[src/prra_pkg.sv]
// prra_pkg: shared constants, types and a helper function of the priority
// round-robin arbiter. No dependencies.
package prra_pkg;

  localparam int PORTS_DEF  = 32;
  localparam int LANES_DEF  = 8;
  localparam int QUEUES_DEF = 32;

  // Fixed widths of the transaction fields.
  localparam int MAX_LANES   = 8;
  localparam int MAX_QUEUES  = 32;
  localparam int PORT_W      = 5;
  localparam int LANE_W      = 3;
  localparam int PTR_W       = 5;
  localparam int LANE_CNT_W  = 4;

  localparam logic [LANE_CNT_W-1:0] LANE_COUNT_RST = 4'd8;

  // Result of the round-robin pick within one lane.
  typedef struct packed {
    logic             hit;
    logic [PTR_W-1:0] queue;
    logic [PTR_W-1:0] ptr_next;
  } rr_grant_t;

  // Index of the lowest set bit, 0 when none is set.
  function automatic logic [PTR_W-1:0] lowest_set(input logic [MAX_QUEUES-1:0] v);
    logic [PTR_W-1:0] idx;
    idx = '0;
    for (int i = MAX_QUEUES - 1; i >= 0; i--) begin
      if (v[i]) begin
        idx = PTR_W'(i);
      end
    end
    return idx;
  endfunction

endpackage

[src/prra_ptr_mem.sv]
// prra_ptr_mem: round-robin pointer memory, one row of per-lane pointers per
// output port, with a registered read. Depends on prra_pkg.
module prra_ptr_mem
  import prra_pkg::*;
#(
  parameter int PORTS = PORTS_DEF,
  parameter int LANES = LANES_DEF,
  localparam int PORT_AW = (PORTS > 1) ? $clog2(PORTS) : 1
) (
  input  logic                            clk,
  input  logic                            rst,
  input  logic                            rd_en,
  input  logic [PORT_AW-1:0]              rd_addr,
  output logic [LANES-1:0][PTR_W-1:0]     rd_row,
  input  logic                            wr_en,
  input  logic [PORT_AW-1:0]              wr_addr,
  input  logic [LANES-1:0][PTR_W-1:0]     wr_row
);

  logic [LANES-1:0][PTR_W-1:0] mem [PORTS];
  logic [PORTS-1:0]            row_valid;
  logic [LANES-1:0][PTR_W-1:0] rd_data;
  logic                        rd_valid;

  // Rows never written read as all-zero pointers.
  always_ff @(posedge clk) begin
    if (rst) begin
      row_valid <= '0;
    end else if (wr_en) begin
      row_valid[wr_addr] <= 1'b1;
    end
  end

  always_ff @(posedge clk) begin
    if (wr_en) begin
      mem[wr_addr] <= wr_row;
    end
  end

  always_ff @(posedge clk) begin
    if (rd_en) begin
      rd_data  <= mem[rd_addr];
      rd_valid <= row_valid[rd_addr];
    end
  end

  assign rd_row = rd_valid ? rd_data : '0;

endmodule

[src/prra_rr_pick.sv]
// prra_rr_pick: round-robin pick of the first eligible queue at or after the
// stored pointer, wrapping. Depends on prra_pkg.
module prra_rr_pick
  import prra_pkg::*;
#(
  parameter int QUEUES = QUEUES_DEF
) (
  input  logic [QUEUES-1:0] mask,
  input  logic [PTR_W-1:0]  start,
  output rr_grant_t         grant
);

  logic [MAX_QUEUES-1:0] mask_all;
  logic [MAX_QUEUES-1:0] mask_hi;
  logic [PTR_W-1:0]      q;

  always_comb begin
    mask_all = MAX_QUEUES'(mask);
    mask_hi  = '0;
    for (int i = 0; i < QUEUES; i++) begin
      mask_hi[i] = mask[i] && (PTR_W'(i) >= start);
    end
  end

  // Take the upper part first, wrap to the bottom otherwise.
  assign q = (|mask_hi) ? lowest_set(mask_hi) : lowest_set(mask_all);

  assign grant.hit      = |mask;
  assign grant.queue    = q;
  assign grant.ptr_next = (q == PTR_W'(QUEUES - 1)) ? '0 : q + PTR_W'(1);

endmodule

[src/priority_round_robin_arbiter.sv]
// priority_round_robin_arbiter: top level, lane selection, sequencer and
// output register. Depends on prra_pkg, prra_ptr_mem and prra_rr_pick.
//
//  channel  | handshake              | payload
//  ---------+------------------------+-----------------------------------
//  input    | in_valid / in_stall    | out_port, req_lane0 .. req_lane7
//  output   | out_valid / out_stall  | granted, grant_lane, grant_queue
//  config   | cfg_wr_en              | cfg_wr_data (lane_count)
//
// Each transaction passes through two states: IDLE picks the lane and reads
// the port's pointer row, CALC runs the round-robin search and writes it back.
// Because of the read-modify-write of the pointer memory, a new transaction is
// taken only in IDLE. A full output register that is stalled holds CALC.
// Synchronous reset zeroes all pointers (through row valid bits) and sets
// lane_count to 8.
module priority_round_robin_arbiter
  import prra_pkg::*;
#(
  parameter int PORTS  = PORTS_DEF,
  parameter int LANES  = LANES_DEF,
  parameter int QUEUES = QUEUES_DEF
) (
  input  logic                  clk,
  input  logic                  rst,
  input  logic                  cfg_wr_en,
  input  logic [LANE_CNT_W-1:0] cfg_wr_data,
  input  logic                  in_valid,
  output logic                  in_stall,
  input  logic [PORT_W-1:0]     out_port,
  input  logic [31:0]           req_lane0,
  input  logic [31:0]           req_lane1,
  input  logic [31:0]           req_lane2,
  input  logic [31:0]           req_lane3,
  input  logic [31:0]           req_lane4,
  input  logic [31:0]           req_lane5,
  input  logic [31:0]           req_lane6,
  input  logic [31:0]           req_lane7,
  output logic                  out_valid,
  input  logic                  out_stall,
  output logic                  granted,
  output logic [LANE_W-1:0]     grant_lane,
  output logic [PTR_W-1:0]      grant_queue
);

  localparam int PORT_AW = (PORTS > 1) ? $clog2(PORTS) : 1;
  localparam int LIDX_W  = (LANES > 1) ? $clog2(LANES) : 1;

  localparam logic S_IDLE = 1'b0;
  localparam logic S_CALC = 1'b1;

  logic [0:0] state;
  logic [0:0] state_next;

  logic [LANE_CNT_W-1:0] lane_count;

  // Lane selection on the incoming transaction.
  logic [MAX_LANES-1:0][31:0] req_all;
  logic                       port_ok;
  logic                       sel_hit;
  logic [LANE_W-1:0]          sel_lane;
  logic [QUEUES-1:0]          sel_mask;

  // Transaction held across the memory read.
  logic [PORT_AW-1:0] port_q;
  logic               hit_q;
  logic [LANE_W-1:0]  lane_q;
  logic [QUEUES-1:0]  mask_q;

  logic                        accept;
  logic                        finish;
  logic                        mem_wr_en;
  logic [LANES-1:0][PTR_W-1:0] rd_row;
  logic [LANES-1:0][PTR_W-1:0] wr_row;
  logic [PTR_W-1:0]            start_ptr;
  rr_grant_t                   grant;

  assign req_all = {req_lane7, req_lane6, req_lane5, req_lane4,
                    req_lane3, req_lane2, req_lane1, req_lane0};

  assign port_ok = 32'(out_port) < 32'(PORTS);

  // Strict priority: lowest enabled lane with any eligible queue wins.
  always_comb begin
    sel_hit  = 1'b0;
    sel_lane = '0;
    sel_mask = '0;
    for (int i = LANES - 1; i >= 0; i--) begin
      if ((LANE_CNT_W'(i) < lane_count) && (|req_all[i][QUEUES-1:0])) begin
        sel_hit  = 1'b1;
        sel_lane = LANE_W'(i);
        sel_mask = req_all[i][QUEUES-1:0];
      end
    end
  end

  assign in_stall = (state != S_IDLE);
  assign accept   = in_valid && !in_stall;
  // Finish once the output register is free or being emptied.
  assign finish   = (state == S_CALC) && (!out_valid || !out_stall);

  always_comb begin
    state_next = state;
    case (state)
      S_IDLE: begin
        if (accept) begin
          state_next = S_CALC;
        end
      end
      S_CALC: begin
        if (finish) begin
          state_next = S_IDLE;
        end
      end
      default: begin
        state_next = S_IDLE;
      end
    endcase
  end

  always_ff @(posedge clk) begin
    if (rst) begin
      state      <= S_IDLE;
      lane_count <= LANE_COUNT_RST;
    end else begin
      state <= state_next;
      if (cfg_wr_en) begin
        lane_count <= cfg_wr_data;
      end
    end
  end

  // Capture the transaction; an out-of-range port never hits.
  always_ff @(posedge clk) begin
    if (accept) begin
      port_q <= PORT_AW'(out_port);
      hit_q  <= sel_hit && port_ok;
      lane_q <= sel_lane;
      mask_q <= sel_mask;
    end
  end

  prra_ptr_mem #(
    .PORTS(PORTS),
    .LANES(LANES)
  ) u_ptr_mem (
    .clk    (clk),
    .rst    (rst),
    .rd_en  (accept),
    .rd_addr(PORT_AW'(out_port)),
    .rd_row (rd_row),
    .wr_en  (mem_wr_en),
    .wr_addr(port_q),
    .wr_row (wr_row)
  );

  assign start_ptr = rd_row[lane_q[LIDX_W-1:0]];

  prra_rr_pick #(
    .QUEUES(QUEUES)
  ) u_rr_pick (
    .mask (mask_q),
    .start(start_ptr),
    .grant(grant)
  );

  // Write back the row with only the granted lane's pointer advanced.
  always_comb begin
    wr_row                       = rd_row;
    wr_row[lane_q[LIDX_W-1:0]]   = grant.ptr_next;
  end

  assign mem_wr_en = finish && hit_q;

  always_ff @(posedge clk) begin
    if (rst) begin
      out_valid <= 1'b0;
    end else if (finish) begin
      out_valid <= 1'b1;
    end else if (!out_stall) begin
      out_valid <= 1'b0;
    end
  end

  always_ff @(posedge clk) begin
    if (finish) begin
      granted     <= hit_q;
      grant_lane  <= hit_q ? lane_q : '0;
      grant_queue <= hit_q ? grant.queue : '0;
    end
  end

`ifndef SYNTHESIS
  a_accept_to_calc: assert property (@(posedge clk) disable iff (rst)
    accept |=> (state == S_CALC))
    else $error("accepted transaction did not start the search");

  a_write_in_calc: assert property (@(posedge clk) disable iff (rst)
    mem_wr_en |-> (state == S_CALC) && hit_q)
    else $error("pointer write outside a granted search");

  a_grant_range: assert property (@(posedge clk) disable iff (rst)
    (out_valid && granted) |-> (32'(grant_queue) < 32'(QUEUES))
                               && (32'(grant_lane) < 32'(LANES)))
    else $error("grant out of range");

  a_no_grant_zero: assert property (@(posedge clk) disable iff (rst)
    (out_valid && !granted) |-> (grant_lane == '0) && (grant_queue == '0))
    else $error("no-grant result carries nonzero lane or queue");

  a_out_hold: assert property (@(posedge clk) disable iff (rst)
    (out_valid && out_stall) |=> out_valid && $stable(grant_queue))
    else $error("stalled result dropped or changed");
`endif

endmodule

[config.mk]
export PLATFORM = sky130hd
export DESIGN_NAME = priority_round_robin_arbiter
export DESIGN_NICKNAME = d
export VERILOG_FILES = /design/src/prra_pkg.sv /design/src/prra_ptr_mem.sv /design/src/prra_rr_pick.sv /design/src/priority_round_robin_arbiter.sv
export SDC_FILE = /design/constraint.sdc
export NUM_CORES = 2
export LEC_CHECK = 0
export BUFFER_PORTS_ARGS = -buffer_cell sky130_fd_sc_hd__clkbuf_2
export CORE_UTILIZATION = 45
export DETAILED_ROUTE_END_ITERATION = 7
export PLACE_DENSITY = 0.65
export SLEW_MARGIN = 25
export SYNTH_ARGS = -nofsm -noshare
export SYNTH_HDL_FRONTEND = slang
export SYNTH_SLANG_ARGS = --single-unit
[constraint.sdc]
create_clock -name clk -period 7.2 [get_ports clk]
set_clock_uncertainty 0.05 [all_clocks]
set_input_delay 0.36 -clock clk [delete_from_list [all_inputs] [get_ports clk]]
set_output_delay 0.36 -clock clk [all_outputs]
set_load 0.005 [all_outputs]
==> flow_summary.ini <==
[run_status]
status = complete, no violations

[logic_synthesis]
synth_cells = 2994
synth_area_leaders = edfxtp_1, mux4_2, dfxtp_1
syn-cell-area_mm2 = 0.0583
synthFlopType = edfxtp_1
yosysMostFrequentCell = edfxtp_1
yosysTopAreaCellShare_pct = 70.6
seq_area_frac_synth_pct = 71.9
ys_top_cells_by_count = edfxtp_1, mux4_2, nor2_1
ys_ff_latch = 1409
synth_edf_count = 1371
async_flop_share_pct = 0
synth.largest_area_cell = edfxtp_1
synth.distinct_cells = 85
synth_nets = 3266
syn_area_per_cell_um2 = 19.5
yosysWarnings = 0

[die]
die_w_um = 362
fp.dieH_um = 362
start_util_pct = 45.5
row_count = 131
die-area_mm2 = 0.131
ioPinCount = 281
fp.coreArea_mm2 = 0.128

[finish]
final_cells = 5246
utilization_pct = 52.9
antenna_cells = 0
areaGrowthSynthToFinish_pct = 16.0
final_layout_size_suffix_gt1_share_pct = 32.6
final_nets = 3684

[hold_path]
hold_path.class = in -> reg

[global_route]
grt_usage_pct = 26.1
grt_pass1_wl_um = 241000
antenna_found_initial = 2
grt_max_degree = 98
grt.overflow.total = 0
grt_pass1_vias = 32865

[sta]
min_period_over_period_pct = 90.2
rsz0062_at_grt = false
min_period_ps = 6490
hold_viol = 0
setup_viol = 0
tns_ps = 0
tightest_slew_ps = 1080
slew_headroom_pct = 27.9
max_freq_mhz = 154
drv_slew = 0

[setup_path]
cpPeakStageDelay_ps = 860
worstPathRequired_ps = 7580
crit_arrival_ps = 6880
r2r_slack_ps = 710
endpoint_kind = flop
cp_slowest_cell = edfxtp_1
crit_fanout = 32
worst-setup-path-type = reg -> reg
path_buf_inv = 3
crit_family = compound AO/OA/AOI/OAI gates
crit_chain = buf_4 -> mux4_2 -> a22oi_1 -> nor3_1 -> a221oi_1 -> o21ai_0 -> a2111oi_0 -> o32a_1 -> clkinv_1 -> ha_1 -> nor3b_1 -> ha_2 -> inv_1 -> o21ai_4
start_kind = flop

[routing]
first_pass_iters = 6
remaining_drc_errors = 0
vias_per_cell = 6.29
ant_nets = 0
wire_per_inst_um = 32.6
drtIter0Drc = 3863
wl_um = 171000
num_vias = 32987

[placement]
place_inst = 4943
io_buffers = 280
place_congestion = 0.947
hpwl_um = 100000

[clock_tree]
cts_root_buf = clkbuf_16
clk_latency_ps = 760
cts_setup_buffers = 0
clock_path_buffers = 3
numCtsBuffers = 139
path_clk_slew_ps = 60
h-tree-depth = 4
clkSinkCount = 1409
cts_tree = built

[power_and_ir_drop]
peakVddDrop_mv = 0.200
p_leak_nw = 21.8
power_density_mw_per_mm2 = 263

[job]
cap_violations = 0
flip-flops by register name, indices dropped and copies added, names as in the netlist, 3 cells and up:
signal	cells
u_ptr_mem.rd_data	40
grant_queue	5
grant_lane	3
port_q	5
u_ptr_mem.row_valid	32
lane_q	3
mask_q	32
u_ptr_mem.mem	1280
lane_count	4
path summary, 6_finish.rpt:
kind	startpoint	end	cells after the start
worst max-delay path	lane_q[1]	u_ptr_mem.mem[14][39]	14
worst min-delay path	req_lane1[10]	mask_q[10]	3
worst max register to register	lane_q[1]	u_ptr_mem.mem[14][39]	14
worst min register to register	u_ptr_mem.row_valid[21]	u_ptr_mem.row_valid[21]	1
area by class of cell:
cell class,instances,area [um2]
clock buffer,176,3670
timing repair buffer,454,3100
clock inverter,70,659
fill,9913,60300
multi-input combinational,1382,16000
inverter,26,97.6
sequential,1409,41900
tap,1729,2160
metal layers:
layer  GRT usage, %  wire length (um)  part of all wire, %  up-vias
met2           42.6             83200                   49     1741
met4           10.8              6980                  4.1        4
met1           34.8             66500                   39    17371
li1               -                 -                    -    13542
met5              0                24                0.014        -
met3           4.56             14200                  8.3      329
worst register-to-register path, delay by kind of cell, from the launching register on:
family,cells,cell delay [ps]
buffers and inverters,3,980
multiplexers,1,380
AO/OA/AOI/OAI,6,2810
adder cells (fa/ha/maj),2,660
AND/OR/NAND/NOR,2,410
flip-flops,1,860
power by group:
group	total, W	switching [W]	internal (W)
logic	0.00151	0.000947	0.000567
clock network	0.00697	0.00305	0.00392
registers	0.00931	0.0000797	0.00923
cells in the final DEF, fill, tap and decap left out, drive strengths merged, types with 59 or more instances in the layout:
cell type,instances
edfxtp,1371
clkbuf,451
mux4,420
nor2,165
buf,124
nand2,94
o21ai,87
nor4,86
mux2,62
a21oi,59
metrics by stage:
step / hold WS [ps] / total power, W / worst slack, ps / area [um2]
floorplan: 382 / 0.0103 / 1150 / 58300
global placement: 391 / 0.0109 / 665 / 62500
detailed placement: 403 / 0.0109 / 555 / 62700
CTS: 4.19 / 0.0179 / 549 / 67600
global route: 50.9 / 0.0183 / 449 / 67700
finish: 32.6 / 0.0178 / 708 / 67700
timing repair:
item / in CTS / in global routing
resized for setup: 0 / 0
hold buffers: 55 / 0
hold endpoints to repair: 45 / 0
kinds of logic after synthesis:
kind of cell / share of synthesized area (%)
compound gates: 4.66
xor+xnor: 0.0429
fa+ha+maj: 0.0601
buf+inv: 1.40
flops: 71.9
mux: 17.6
simple gates: 4.30
(Power assumes the default switching activity.)
